<file path="src/sv/rssfc_pkg.sv">
// Shared types, codes and constants of the relay stream SENDME flow control block.
`default_nettype none
package rssfc_pkg;

  // Behavior constants
  localparam int MAX_PAYLOAD         = 498;
  localparam int STREAM_SENDME_STEP  = 50;
  localparam int CIRCUIT_SENDME_STEP = 100;
  localparam int CIRCUIT_WINDOW_INIT = 1000;

  // Default depth of the queues between the parts
  localparam int QUEUE_DEPTH_DEF = 2;

  // Field widths
  localparam int CMD_W  = 3;
  localparam int SID_W  = 16;
  localparam int CNT_W  = 9;
  localparam int WIN_W  = 11;
  localparam int START_W = 10;
  localparam int STAT_W = 3;
  localparam int PADDR_W = 4;
  localparam int PDATA_W = 32;

  // Residue widths of the windows modulo their SENDME steps
  localparam int SRES_W = (STREAM_SENDME_STEP > 1) ? $clog2(STREAM_SENDME_STEP) : 1;
  localparam int CRES_W = (CIRCUIT_SENDME_STEP > 1) ? $clog2(CIRCUIT_SENDME_STEP) : 1;

  // Reciprocal of the stream step for the start-window residue
  localparam int RECIP_SHIFT = 22;
  localparam int RECIP_W     = RECIP_SHIFT + 1;
  localparam logic [RECIP_W-1:0] STREAM_RECIP =
    RECIP_W'(((longint'(1) << RECIP_SHIFT) + STREAM_SENDME_STEP - 1) / STREAM_SENDME_STEP);

  // Reset values
  localparam logic [SID_W-1:0]   OWN_ID_RST  = SID_W'(1);
  localparam logic [START_W-1:0] START_RST   = START_W'(500);
  localparam logic [START_W-1:0] START_Q_RST = START_W'(500 / STREAM_SENDME_STEP);
  localparam logic [WIN_W-1:0]   SWIN_RST    = WIN_W'(500);
  localparam logic [SRES_W-1:0]  SRES_RST    = SRES_W'(500 % STREAM_SENDME_STEP);
  localparam logic [WIN_W-1:0]   CWIN_RST    = WIN_W'(CIRCUIT_WINDOW_INIT);
  localparam logic [CRES_W-1:0]  CRES_RST    =
    CRES_W'(CIRCUIT_WINDOW_INIT % CIRCUIT_SENDME_STEP);

  // Register indexes
  localparam logic [1:0] REG_OWN_ID = 2'd0;
  localparam logic [1:0] REG_START  = 2'd1;
  localparam logic [1:0] REG_STOP   = 2'd2;

  // Commands
  localparam logic [CMD_W-1:0] CMD_DATA   = 3'd0;
  localparam logic [CMD_W-1:0] CMD_SENDME = 3'd1;
  localparam logic [CMD_W-1:0] CMD_END    = 3'd2;
  localparam logic [CMD_W-1:0] CMD_TRUNC  = 3'd3;
  localparam logic [CMD_W-1:0] CMD_OTHER  = 3'd4;
  localparam logic [CMD_W-1:0] CMD_READ   = 3'd5;
  localparam logic [CMD_W-1:0] CMD_OPEN   = 3'd6;
  localparam logic [CMD_W-1:0] CMD_RSVD   = 3'd7;

  // Status codes
  localparam logic [STAT_W-1:0] ST_WAIT     = 3'd0;
  localparam logic [STAT_W-1:0] ST_ARRIVED  = 3'd1;
  localparam logic [STAT_W-1:0] ST_ENDED    = 3'd2;
  localparam logic [STAT_W-1:0] ST_TRUNC    = 3'd3;
  localparam logic [STAT_W-1:0] ST_WRONG    = 3'd4;
  localparam logic [STAT_W-1:0] ST_OVERFLOW = 3'd5;
  localparam logic [STAT_W-1:0] ST_WINDOW   = 3'd6;
  localparam logic [STAT_W-1:0] ST_UNKNOWN  = 3'd7;

  // Operation kinds handed from front to back
  typedef enum logic [2:0] {
    OPK_STATUS,
    OPK_DATA,
    OPK_END,
    OPK_READ,
    OPK_OPEN
  } op_kind_t;

  typedef struct packed {
    logic [CMD_W-1:0] cmd;
    logic [SID_W-1:0] cell_stream;
    logic [CNT_W-1:0] payload_size;
  } in_t;

  typedef struct packed {
    logic [STAT_W-1:0] status;
    logic              send_stream_sendme;
    logic              send_circuit_sendme;
    logic [CNT_W-1:0]  bytes_read;
    logic [CNT_W-1:0]  bytes_buffered;
    logic              stream_connected;
  } out_t;

  typedef struct packed {
    logic [SID_W-1:0]   own_stream_id;
    logic [START_W-1:0] stream_window_start;
    logic [START_W-1:0] start_quot;
    logic               stop_on_sendme;
  } cfg_t;

  typedef struct packed {
    op_kind_t           kind;
    logic [STAT_W-1:0]  status;
    logic [CNT_W-1:0]   size;
    logic [START_W-1:0] start;
    logic [SRES_W-1:0]  start_res;
  } op_t;

endpackage
`default_nettype wire

</file>
<file path="src/sv/rssfc_cfg.sv">
// Configuration register file with APB-style access.
`default_nettype none
module rssfc_cfg (
  input  wire logic                         clk,
  input  wire logic                         rst_n,
  input  wire logic                         psel,
  input  wire logic                         penable,
  input  wire logic                         pwrite,
  input  wire logic [rssfc_pkg::PADDR_W-1:0] paddr,
  input  wire logic [rssfc_pkg::PDATA_W-1:0] pwdata,
  output logic      [rssfc_pkg::PDATA_W-1:0] prdata,
  output logic                              pready,
  output rssfc_pkg::cfg_t                   cfg
);
  import rssfc_pkg::*;

  logic [SID_W-1:0]   own_id_r;
  logic [START_W-1:0] start_r;
  logic [START_W-1:0] start_q_r;
  logic               stop_r;
  logic               wr_en;
  logic [1:0]         reg_idx;
  logic [START_W+RECIP_W-1:0] recip_prod;

  assign pready  = 1'b1;
  assign wr_en   = psel && penable && pwrite && pready;
  assign reg_idx = paddr[3:2];

  // Quotient of the start window by the stream step, kept for the residue
  assign recip_prod = (START_W+RECIP_W)'(pwdata[START_W-1:0]) *
                      (START_W+RECIP_W)'(STREAM_RECIP);

  always_ff @(posedge clk) begin
    if (!rst_n) begin
      own_id_r  <= OWN_ID_RST;
      start_r   <= START_RST;
      start_q_r <= START_Q_RST;
      stop_r    <= 1'b0;
    end else if (wr_en) begin
      case (reg_idx)
        REG_OWN_ID: own_id_r <= pwdata[SID_W-1:0];
        REG_START: begin
          start_r   <= pwdata[START_W-1:0];
          start_q_r <= recip_prod[RECIP_SHIFT +: START_W];
        end
        REG_STOP:   stop_r <= pwdata[0];
        default:    ;
      endcase
    end
  end

  always_comb begin
    prdata = '0;
    case (reg_idx)
      REG_OWN_ID: prdata = PDATA_W'(own_id_r);
      REG_START:  prdata = PDATA_W'(start_r);
      REG_STOP:   prdata = PDATA_W'(stop_r);
      default:    prdata = '0;
    endcase
  end

  assign cfg.own_stream_id       = own_id_r;
  assign cfg.stream_window_start = start_r;
  assign cfg.start_quot          = start_q_r;
  assign cfg.stop_on_sendme      = stop_r;

endmodule
`default_nettype wire

</file>
<file path="src/sv/rssfc_fifo.sv">
// Small first-in first-out queue of registers.
`default_nettype none
module rssfc_fifo #(
  parameter int WIDTH = 8,
  parameter int DEPTH = 2
) (
  input  wire logic             clk,
  input  wire logic             rst_n,
  input  wire logic             wr_en,
  input  wire logic [WIDTH-1:0] din,
  output logic                  full,
  input  wire logic             rd_en,
  output logic      [WIDTH-1:0] dout,
  output logic                  empty
);
  localparam int PW = (DEPTH > 1) ? $clog2(DEPTH) : 1;
  localparam int CW = $clog2(DEPTH + 1);

  logic [WIDTH-1:0] slot_r [DEPTH];
  logic [PW-1:0]    wr_ptr_r, wr_ptr_nxt;
  logic [PW-1:0]    rd_ptr_r, rd_ptr_nxt;
  logic [CW-1:0]    count_r, count_nxt;
  logic             do_wr, do_rd;

  assign full  = (count_r == CW'(DEPTH));
  assign empty = (count_r == '0);
  assign do_wr = wr_en && !full;
  assign do_rd = rd_en && !empty;
  assign dout  = slot_r[rd_ptr_r];

  always_comb begin
    wr_ptr_nxt = wr_ptr_r;
    rd_ptr_nxt = rd_ptr_r;
    count_nxt  = count_r;
    if (do_wr) begin
      wr_ptr_nxt = (wr_ptr_r == PW'(DEPTH - 1)) ? '0 : wr_ptr_r + 1'b1;
    end
    if (do_rd) begin
      rd_ptr_nxt = (rd_ptr_r == PW'(DEPTH - 1)) ? '0 : rd_ptr_r + 1'b1;
    end
    if (do_wr && !do_rd) begin
      count_nxt = count_r + 1'b1;
    end else if (do_rd && !do_wr) begin
      count_nxt = count_r - 1'b1;
    end
  end

  always_ff @(posedge clk) begin
    if (!rst_n) begin
      wr_ptr_r <= '0;
      rd_ptr_r <= '0;
      count_r  <= '0;
    end else begin
      wr_ptr_r <= wr_ptr_nxt;
      rd_ptr_r <= rd_ptr_nxt;
      count_r  <= count_nxt;
    end
  end

  always_ff @(posedge clk) begin
    if (do_wr) begin
      slot_r[wr_ptr_r] <= din;
    end
  end

endmodule
`default_nettype wire

</file>
<file path="src/sv/rssfc_front.sv">
// Front part: accept a cell header or request and classify it into an operation.
`default_nettype none
module rssfc_front (
  input  wire logic           push,
  output logic                full,
  input  wire rssfc_pkg::in_t in_data,
  input  wire rssfc_pkg::cfg_t cfg,
  output logic                q_push,
  output rssfc_pkg::op_t      q_data,
  input  wire logic           q_full
);
  import rssfc_pkg::*;

  logic [STAT_W-1:0]      awaited;
  logic                   own;
  logic [2*START_W-1:0]   quot_prod;

  assign full   = q_full;
  assign q_push = push && !q_full;

  assign awaited = (in_data.cmd == {2'b00, cfg.stop_on_sendme}) ? ST_ARRIVED : ST_WAIT;
  assign own     = (in_data.cell_stream == cfg.own_stream_id);

  // Residue of the start window: start minus quotient times step
  assign quot_prod = cfg.start_quot * START_W'(STREAM_SENDME_STEP);

  always_comb begin
    q_data           = '0;
    q_data.kind      = OPK_STATUS;
    q_data.status    = ST_WAIT;
    q_data.size      = in_data.payload_size;
    q_data.start     = cfg.stream_window_start;
    q_data.start_res = SRES_W'(cfg.stream_window_start - quot_prod[START_W-1:0]);
    case (in_data.cmd)
      CMD_READ: q_data.kind = OPK_READ;
      CMD_OPEN: q_data.kind = OPK_OPEN;
      CMD_RSVD: q_data.status = ST_UNKNOWN;
      default: begin
        if (in_data.cell_stream == '0) begin
          q_data.status = (in_data.cmd == CMD_TRUNC) ? ST_TRUNC : awaited;
        end else if (!own) begin
          q_data.status = ST_WRONG;
        end else begin
          case (in_data.cmd)
            CMD_SENDME: q_data.status = awaited;
            CMD_DATA: begin
              q_data.kind   = OPK_DATA;
              q_data.status = awaited;
            end
            CMD_END:   q_data.kind = OPK_END;
            default:   q_data.status = ST_UNKNOWN;
          endcase
        end
      end
    endcase
  end

endmodule
`default_nettype wire

</file>
<file path="src/sv/rssfc_back.sv">
// Back part: apply an operation to the windows and buffer, and form the result beat.
`default_nettype none
module rssfc_back (
  input  wire logic           clk,
  input  wire logic           rst_n,
  input  wire rssfc_pkg::op_t q_data,
  input  wire logic           q_empty,
  output logic                q_pop,
  output logic                o_push,
  output rssfc_pkg::out_t     o_data,
  input  wire logic           o_full
);
  import rssfc_pkg::*;

  logic [WIN_W-1:0]  swin_r, swin_nxt;
  logic [WIN_W-1:0]  cwin_r, cwin_nxt;
  logic [SRES_W-1:0] sres_r, sres_nxt, sres_dec;
  logic [CRES_W-1:0] cres_r, cres_nxt, cres_dec;
  logic [CNT_W-1:0]  buf_r, buf_nxt;
  logic              conn_r, conn_nxt;
  logic              do_exec;
  logic [CNT_W:0]    sum;
  logic [CNT_W-1:0]  rd;
  logic              s_sm, c_sm;

  assign do_exec = !q_empty && !o_full;
  assign q_pop   = do_exec;
  assign o_push  = do_exec;

  assign sum      = {1'b0, buf_r} + {1'b0, q_data.size};
  assign rd       = (buf_r > CNT_W'(MAX_PAYLOAD)) ? CNT_W'(MAX_PAYLOAD) : buf_r;
  assign sres_dec = (sres_r == '0) ? SRES_W'(STREAM_SENDME_STEP - 1) : sres_r - 1'b1;
  assign cres_dec = (cres_r == '0) ? CRES_W'(CIRCUIT_SENDME_STEP - 1) : cres_r - 1'b1;
  assign s_sm     = (sres_dec == '0);
  assign c_sm     = (cres_dec == '0);

  always_comb begin
    swin_nxt = swin_r;
    cwin_nxt = cwin_r;
    sres_nxt = sres_r;
    cres_nxt = cres_r;
    buf_nxt  = buf_r;
    conn_nxt = conn_r;
    o_data   = '0;
    o_data.status = q_data.status;
    case (q_data.kind)
      OPK_READ: begin
        o_data.status     = ST_WAIT;
        o_data.bytes_read = rd;
        buf_nxt           = buf_r - rd;
      end
      OPK_OPEN: begin
        o_data.status = ST_WAIT;
        swin_nxt      = WIN_W'(q_data.start);
        sres_nxt      = q_data.start_res;
        conn_nxt      = 1'b1;
        buf_nxt       = '0;
      end
      OPK_END: begin
        o_data.status = ST_ENDED;
        conn_nxt      = 1'b0;
        buf_nxt       = '0;
      end
      OPK_DATA: begin
        if (sum > (CNT_W+1)'(MAX_PAYLOAD)) begin
          o_data.status = ST_OVERFLOW;
        end else if (cwin_r == '0 || swin_r == '0) begin
          o_data.status = ST_WINDOW;
        end else begin
          // Take one from each window, add a step back on a SENDME boundary
          o_data.send_stream_sendme  = s_sm;
          o_data.send_circuit_sendme = c_sm;
          swin_nxt = swin_r - 1'b1 + (s_sm ? WIN_W'(STREAM_SENDME_STEP) : '0);
          cwin_nxt = cwin_r - 1'b1 + (c_sm ? WIN_W'(CIRCUIT_SENDME_STEP) : '0);
          sres_nxt = sres_dec;
          cres_nxt = cres_dec;
          buf_nxt  = sum[CNT_W-1:0];
        end
      end
      default: ;
    endcase
    o_data.bytes_buffered   = buf_nxt;
    o_data.stream_connected = conn_nxt;
  end

  always_ff @(posedge clk) begin
    if (!rst_n) begin
      swin_r <= SWIN_RST;
      cwin_r <= CWIN_RST;
      sres_r <= SRES_RST;
      cres_r <= CRES_RST;
      buf_r  <= '0;
      conn_r <= 1'b0;
    end else if (do_exec) begin
      swin_r <= swin_nxt;
      cwin_r <= cwin_nxt;
      sres_r <= sres_nxt;
      cres_r <= cres_nxt;
      buf_r  <= buf_nxt;
      conn_r <= conn_nxt;
    end
  end

endmodule
`default_nettype wire

</file>
<file path="src/sv/relay_stream_sendme_flow_control.sv">
// Top level of the relay stream SENDME flow control block.
`default_nettype none
// Takes one relay cell header (command, stream id, payload size) or a local
// read or open request per beat and returns exactly one result beat for each,
// in order. While neither side stalls, the block sustains one beat per
// clock: a front stage classifies the beat against the configured stream id
// and awaited command, a short queue holds the classified operation, and a
// back stage updates the stream and circuit deliver windows, the buffered
// byte count and the connected flag, then parks the result in an output
// queue. A result reaches the out ports by way of the operation queue,
// written by the edge that takes its beat, and then the output queue,
// written by the back stage unless that queue is full. Either side may
// stall freely; the queues take up the slack. SENDME boundaries are found by
// keeping each window's remainder modulo its step next to the window itself;
// the remainder of the open-window register is derived from a quotient
// captured when that register is written. Write the configuration registers
// (own stream id at byte 0, open window at byte 4, stop-on-SENDME at byte 8)
// only while the block is idle.
module relay_stream_sendme_flow_control #(
  parameter int QUEUE_DEPTH = rssfc_pkg::QUEUE_DEPTH_DEF
) (
  input  wire logic                          clk,
  input  wire logic                          rst_n,
  // Input beats
  input  wire logic                          push,
  output logic                               full,
  input  wire rssfc_pkg::in_t                in_data,
  // Result beats
  output logic                               empty,
  input  wire logic                          pop,
  output rssfc_pkg::out_t                    out_data,
  // Configuration
  input  wire logic                          psel,
  input  wire logic                          penable,
  input  wire logic                          pwrite,
  input  wire logic [rssfc_pkg::PADDR_W-1:0] paddr,
  input  wire logic [rssfc_pkg::PDATA_W-1:0] pwdata,
  output logic      [rssfc_pkg::PDATA_W-1:0] prdata,
  output logic                               pready
);
  import rssfc_pkg::*;

  cfg_t cfg;
  op_t  f_op;
  op_t  b_op;
  out_t b_res;
  logic f_push, q_full, q_empty, q_pop;
  logic o_push, o_full;

  // Hold the register file
  rssfc_cfg u_cfg (
    .clk     (clk),
    .rst_n   (rst_n),
    .psel    (psel),
    .penable (penable),
    .pwrite  (pwrite),
    .paddr   (paddr),
    .pwdata  (pwdata),
    .prdata  (prdata),
    .pready  (pready),
    .cfg     (cfg)
  );

  // Classify each accepted beat
  rssfc_front u_front (
    .push    (push),
    .full    (full),
    .in_data (in_data),
    .cfg     (cfg),
    .q_push  (f_push),
    .q_data  (f_op),
    .q_full  (q_full)
  );

  // Decouple classification from execution
  rssfc_fifo #(
    .WIDTH ($bits(op_t)),
    .DEPTH (QUEUE_DEPTH)
  ) u_op_q (
    .clk   (clk),
    .rst_n (rst_n),
    .wr_en (f_push),
    .din   (f_op),
    .full  (q_full),
    .rd_en (q_pop),
    .dout  (b_op),
    .empty (q_empty)
  );

  // Advance the windows and buffer
  rssfc_back u_back (
    .clk     (clk),
    .rst_n   (rst_n),
    .q_data  (b_op),
    .q_empty (q_empty),
    .q_pop   (q_pop),
    .o_push  (o_push),
    .o_data  (b_res),
    .o_full  (o_full)
  );

  // Hold finished results until the consumer pops them
  rssfc_fifo #(
    .WIDTH ($bits(out_t)),
    .DEPTH (QUEUE_DEPTH)
  ) u_res_q (
    .clk   (clk),
    .rst_n (rst_n),
    .wr_en (o_push),
    .din   (b_res),
    .full  (o_full),
    .rd_en (pop),
    .dout  (out_data),
    .empty (empty)
  );

endmodule
`default_nettype wire

</file>
<file path="config.mk">
export PLATFORM = sky130hd
export DESIGN_NAME = relay_stream_sendme_flow_control
export DESIGN_NICKNAME = d
export VERILOG_FILES = /design/src/sv/rssfc_pkg.sv /design/src/sv/rssfc_cfg.sv /design/src/sv/rssfc_fifo.sv /design/src/sv/rssfc_front.sv /design/src/sv/rssfc_back.sv /design/src/sv/relay_stream_sendme_flow_control.sv
export SDC_FILE = /design/constraint.sdc
export NUM_CORES = 1
export LEC_CHECK = 0
export BUFFER_PORTS_ARGS = -buffer_cell sky130_fd_sc_hd__buf_2
export CAP_MARGIN = 20
export CORE_MARGIN = 1
export CORE_UTILIZATION = 35
export CTS_BUF_LIST = sky130_fd_sc_hd__clkbuf_16
export DETAILED_ROUTE_END_ITERATION = 10
export GPL_ROUTABILITY_DRIVEN = 0
export PLACE_DENSITY = 0.62
export SYNTH_ARGS = -nofsm -noshare
export SYNTH_HDL_FRONTEND = slang
export SYNTH_SLANG_ARGS = --single-unit
</file>
<file path="constraint.sdc">
create_clock -name clk -period 10.5 [get_ports clk]
set_input_delay 1.05 -clock clk [delete_from_list [all_inputs] [get_ports clk]]
set_output_delay 1.05 -clock clk [all_outputs]
set_load 0.005 [all_outputs]
</file>
==> qor.csv, run 1 <==
metric,value,unit
outcome,"finished, final reports clean",
rsz0062_at_grt,false,
cts_buffers,17,
grt_usage,15.2,%
fin_worst_skew,0.00998,ns
p_switching,1.27,mW
synth-seq-cells,195,
drv_cap,0,
synth_area_leader_cell,edfxtp_1,
wl_met3,1270,µm
worstSetupStartpointType,input pin,
row_count,70,
holdBufCountCts,0,
avgSynthCellArea,10.3,µm²
nFillCells,3571,
final_util,39.6,%
area_growth,11.5,%
pwr-share-clk,20.0,%
hold_start,u_back.swin_r[1],
fin_tns_setup,0,ns
ir_worst_vdd,123,µV
drtPass1Iterations,7,
grt_first_pass_wirelength,46100,µm
drv_slew,0,
htreeDepth,4,
powerDensity,228,nW/µm²
p_leak,6.30,nW
cp_max_fo,7,
fmax,173,MHz
fin_crit,5.77,ns
die-area,38000,µm²
postCtsSetupBuffers,0,
cts_root_buffer,clkbuf_16,
yosysSeqAreaShare,38.3,%
crit_end,u_cfg.start_q_r[0],
wl_per_cell,15.5,µm
reg2reg_to,u_back.swin_r[10],
numPortBuffers,94,
synth_edf_count,108,
critPathRequiredTime,10.87,ns
synth_area,13000,µm²
clk_path_buf_depth,2,
p_seq_share,32.6,%
reg2reg_setup_slack,6.16,ns
grt_pass1_vias,9293,
top_layer,met4,
drive_gt1_share,14.4,%
grt_overflow,0,
relSlewSlack,29.5,%
synth_common_cells,"inv_1 (138), ha_1 (129), nand2_1 (121)",
synth.distinct_cells,83,
cp-startpoint,pwdata[7],
die_width,195,µm
n_antenna_cell,0,
placed_area,13900,µm²
rr_worst_depth,17,
hold_violations,0,
dp_slack,4.26,ns
timing.hold.ws,0.462,ns
postSynth.topFlopCell,edfxtp_1,
clock-sinks,195,
yosysMostFrequentCell,inv_1,
cts_tree,built,
wl_met1,12700,µm
ys_warn_count,0,
grt_max_degree,51,
cp.arrival,6.13,ns
hold_path.class,register to register,
drc,0,
stdcell_area,14500,µm²
reg2reg_from,u_back.sres_r[0],
internal_power,2.03,mW
dr_wl_met2,13800,µm
grt_antenna_before_repair,0,
setup_slack,4.73,ns
nets,1603,
worst_pin_slew,1.06,ns
end_kind,register,
drt_iter0_drc,534,
cts.clk_slew.worst_paths,0.07,ns
drt-total-wl,28300,µm
setup_violations,0,
fin_crit_sh,54.9,%
core_area,36600,µm²
ys_top_cells_by_area,"edfxtp_1 (25%), dfxtp_1 (13%), ha_1 (12%), fa_1 (8.5%), inv_1 (4.0%)",
via_count,9198,
switching_share,38.6,%
clkLatencyLatePin,0.43,ns
dp_hpwl,21400,µm
via_per_inst,5.03,
synth-async-reset-ratio,0,%
syn_inst,1267,
die_h,195,µm
netlist.area_leader.share,24.9,%
ctsResizeCount,0,
start_util,35.6,%
crit_type,input pin to register,
p_comb_share,47.5,%
io_pins,130,
ant_nets,0,
flip-flops by register name (all words and copies together), names as in the netlist, 2 cells and up, named ones only:
signal           count
u_res_q.slot_r      48
u_op_q.count_r       2
u_back.cres_r        7
u_cfg.start_r       10
u_back.cwin_r       11
u_cfg.start_q_r      5
u_back.buf_r         9
u_cfg.own_id_r      16
u_back.sres_r        6
u_op_q.slot_r       60
u_res_q.count_r      2
u_back.swin_r       11
worst max-delay path, stage by stage:
cell	delay [ns]
buf_2	0.19
fa_1	0.64
inv_1	0.11
fa_1	0.54
inv_1	0.07
fa_1	0.51
fa_1	0.54
inv_1	0.05
fa_1	0.49
inv_1	0.04
ha_1	0.32
nand4_1	0.10
nor2_1	0.05
a221o_1	0.34
a211o_1	0.33
a221oi_1	0.35
xnor2_1	0.19
nand2_1	0.08
a21oi_1	0.13
stage by stage:
stage          cells  power (mW)
3_5_place_dp    1797        2.66
6_report        1829        3.30
5_1_grt         1829        3.57
3_3_place_gp    1796        2.62
2_1_floorplan   1283        2.25
4_1_cts         1829        3.33
power groups by stage:
stage | Clock, mW | Combinational (mW) | Sequential [mW]
6_report | 0.659 | 1.57 | 1.08
2_1_floorplan | 0 | 1.19 | 1.06
3_5_place_dp | 0 | 1.56 | 1.09
5_1_grt | 0.707 | 1.77 | 1.09
4_1_cts | 0.673 | 1.58 | 1.08
3_3_place_gp | 0 | 1.53 | 1.08
cell usage in the layout (no fill, tap or decap), drive strengths merged, types with 44 or more instances in the layout:
master  count
dfxtp      87
a21oi      68
nor2       87
edfxtp    108
buf       104
inv       146
xnor2      44
ha        129
nand2     122
fa         55
kinds of logic after synthesis:
family | Yosys count | synth area share (%)
AND/OR/NAND/NOR | 326 | 11.7
AO/OA/AOI/OAI | 220 | 11.9
buffers and inverters | 197 | 6.34
flip-flops | 195 | 38.3
adder cells (fa/ha/maj) | 184 | 20.9
multiplexers | 79 | 6.46
XOR/XNOR | 64 | 4.36
other | 2 | 0.0577
cell type report:
type	count	area [µm²]	area share, %
Inverter	139	522	3.60
Multi-Input combinational cell	891	7270	50.1
Sequential cell	195	4980	34.4
Timing Repair Buffer	104	553	3.81
Clock buffer	17	425	2.93
Tap cell	468	586	4.04
Clock inverter	15	171	1.18
worst min path at each step:
stage,to,slack (ns),cells past startpoint
floorplan,u_back.swin_r[1],0.44,2
global placement,u_back.swin_r[9],0.45,2
detailed placement,u_back.swin_r[1],0.46,2
CTS,u_back.swin_r[1],0.47,2
global route,u_back.swin_r[1],0.48,2
finish,u_back.swin_r[1],0.46,2
routing by layer:
layer  vias to the layer above  track usage (%)
li1                       4563                -
met1                      4384             19.0
met2                       210             26.4
met3                        41             2.57
met4                         0             5.02
met5                         -                0
(Power assumes the default switching activity.)
==> inputs of run 2 (changes only) <==
clock period = 5.8 ns   (was 10.5 ns; I/O delays follow)
==> run 2 against run 1 <==
  * Critical path depth did not move
  * Clock power increased by 73%
  * Die area unchanged
  * Global-route usage increased by 0.26 points
  * Worst setup slack got worse by 4.0 ns
  * Cell area about the same
  * Sequential cell count did not move
  * Final cell count up 0.22%
  * Clock skew grew 0.0029 ns
  * Routed wire length is 1.1% higher
  * Highest routed layer unchanged
==> qor.csv, run 2 (synthesized netlist as in run 1, its figures left out) <==
metric,value,unit,change
fin_total_pwr,5.91,mW,+79%
p_seq_share,32.9,%,+0.3 points
switching_share,38.7,%,+0.14 points
cts_buffers,17,,unchanged
row_count,70,,unchanged
via_per_inst,5.03,,about the same
reg2reg_setup_slack,1.43,ns,-4.73 ns
slowest_delay,0.58,ns,-0.06 ns
reg2reg_from,u_back.sres_r[0],,
clock-sinks,195,,unchanged
p_comb_share,47.8,%,+0.3 points
io_pins,130,,unchanged
worstSetupStartpointType,input pin,,
drt_iter0_drc,519,,-2.8%
htreeDepth,4,,unchanged
hold_path.class,input pin to register,,
grt_overflow,0,,unchanged
die-area,38000,µm²,unchanged
end_kind,register,,
hold_depth,1,,-1
drv_cap,0,,unchanged
p_switching,2.29,mW,+80%
fin_crit_sh,86.9,%,
start_util,35.6,%,unchanged
hold_start,in_data[0],,
critical_path.most_common_cell,fa_1,,
crit_type,input pin to register,,
core_area,36600,µm²,unchanged
ir_worst_vdd,243,µV,+99%
internal_power,3.62,mW,+79%
relSlewSlack,29.9,%,+0.39 points
top_regs,"u_op_q.slot_r (60), u_res_q.slot_r (48), u_cfg.own_id_r (16)",,
ant_nets,0,,unchanged
grt_antenna_before_repair,0,,unchanged
p_leak,6.31,nW,+0.13%
grt_max_degree,51,,unchanged
hold_violations,0,,unchanged
critPathRequiredTime,6.16,ns,-4.71 ns
grt_first_pass_wirelength,46600,µm,+1.0%
ctsResizeCount,0,,unchanged
pwr-share-clk,19.2,%,-0.8 points
holdBufCountCts,0,,unchanged
via_count,9227,,+0.32%
powerDensity,407,nW/µm²,+79%
drt-total-wl,28600,µm,+1.1%
cts_tree,built,,
drc,0,,unchanged
timing.hold.ws,0.324,ns,-0.139 ns
min_to,u_op_q.slot_r[1][16],,
cts.clk_slew.worst_paths,0.07,ns,about the same
postCtsSetupBuffers,0,,unchanged
clk_path_buf_depth,2,,unchanged
clkLatencyLatePin,0.44,ns,about the same
rr_worst_depth,17,,unchanged
rsz0062_at_grt,false,,
dp_hpwl,21700,µm,+1.5%
final_cell_mix,"inv_1 (139), ha_1 (129), nand2_1 (121)",,
nets,1608,,+0.31%
grt_pass1_vias,9310,,+0.18%
worst_pin_slew,1.05,ns,-0.00591 ns
die_width,195,µm,unchanged
drv_slew,0,,unchanged
cp.buffers_inverters,5,,unchanged
numPortBuffers,94,,unchanged
fin_tns_setup,0,ns,unchanged
drtPass1Iterations,5,,-2
fin_worst_skew,0.0129,ns,+0.00292 ns
setup_violations,0,,unchanged
die_h,195,µm,unchanged
crit_chain,buf_2 > fa_1 > inv_1 > fa_1 > inv_1 > fa_1 > fa_1 > inv_1 > fa_1 > inv_1 > ha_1 > nand4_1 > nor2_1 > a221o_1 > a211o_1 > a221oi_1 > xnor2_1 > nand2_1 > a21oi_1,,
outcome,"finished, final reports clean",,
n_antenna_cell,0,,unchanged
cp.arrival,5.40,ns,-0.73 ns
largest_reg_flops,60,,unchanged
fmax,198,MHz,
layout.cells.most_common,inv_1,,
cp_max_fo,3,,-4
wl_per_cell,15.6,µm,+0.91%
cts_root_buffer,clkbuf_16,,
reg2reg_to,u_back.swin_r[10],,
critPathSlowestCell,fa_1,,
top_register,u_op_q.slot_r,,
drive_gt1_share,14.6,%,+0.18 points
fin_crit,5.04,ns,
grt_usage,15.4,%,+0.26 points
area_growth,11.6,%,about the same
crit_family,adder cells,,
==> run 2: changes by cell type in the layout (fill, tap and decap cells not counted), sizes merged <==
cell / previous run / this run
inv: 146 / 144
buf: 104 / 109
clkinv: 2 / 4
bufinv: 2 / 1
==> run 2: worst register-to-register path, stage by stage, from the launching register on <==
cell,delay [ns]
dfxtp_1,0.41
inv_1,0.12
ha_1,0.22
o21bai_1,0.16
a21oi_1,0.15
a41oi_1,0.08
or4_1,0.67
ha_1,0.35
inv_1,0.04
ha_1,0.31
nor2_1,0.12
nor2_1,0.06
a2111oi_0,0.64
o41a_1,0.25
o21bai_1,0.07
xnor2_1,0.14
and4_1,0.20
a311o_1,0.26
==> run 2: power by group through the flow <==
stage	Sequential, mW	Combinational (mW)	Clock [mW]
detailed placement	1.98	2.82	0
CTS	1.95	2.84	1.16
floorplan	1.91	2.16	0
global placement	1.97	2.77	0
finish	1.95	2.83	1.14
global route	1.98	3.19	1.21
==> run 2: layer usage <==
metal,wire [µm],global-route usage [%],up-vias
met5,0,0,-
met1,13000,19.3,4428
met3,1090,2.55,53
li1,-,-,4569
met2,13800,26.5,177
met4,712,6.07,0
==> run 2: worst max-delay path by stage <==
stage | depth (start not counted) | to | from | slack, ns
floorplan | 18 | u_cfg.start_q_r[0] | pwdata[7] | 0.66
global placement | 19 | u_cfg.start_q_r[0] | pwdata[7] | 0.27
detailed placement | 19 | u_cfg.start_q_r[0] | pwdata[7] | 0.27
CTS | 19 | u_cfg.start_q_r[0] | pwdata[7] | 0.75
global route | 19 | u_cfg.start_q_r[0] | pwdata[7] | 0.42
finish | 19 | u_cfg.start_q_r[0] | pwdata[7] | 0.76
==> run 2: final cells by class <==
class | count | area (µm²)
Clock inverter | 14 | 131
Multi-Input combinational cell | 891 | 7270
Timing Repair Buffer | 109 | 603
Fill cell | 3627 | 22100
Inverter | 139 | 522
Clock buffer | 17 | 425
Tap cell | 468 | 586
Sequential cell | 195 | 4980
==> run 2: stage by stage <==
step,worst slack [ns],area [µm²],utilization (%),cells
after floorplan,0.663,13100,-,1283
after global placement,0.268,13900,38.1,1801
after CTS,0.746,14500,39.6,1832
final,0.758,14500,39.7,1833
after detailed placement,0.269,13900,38.1,1801
after global routing,0.422,14500,39.7,1833
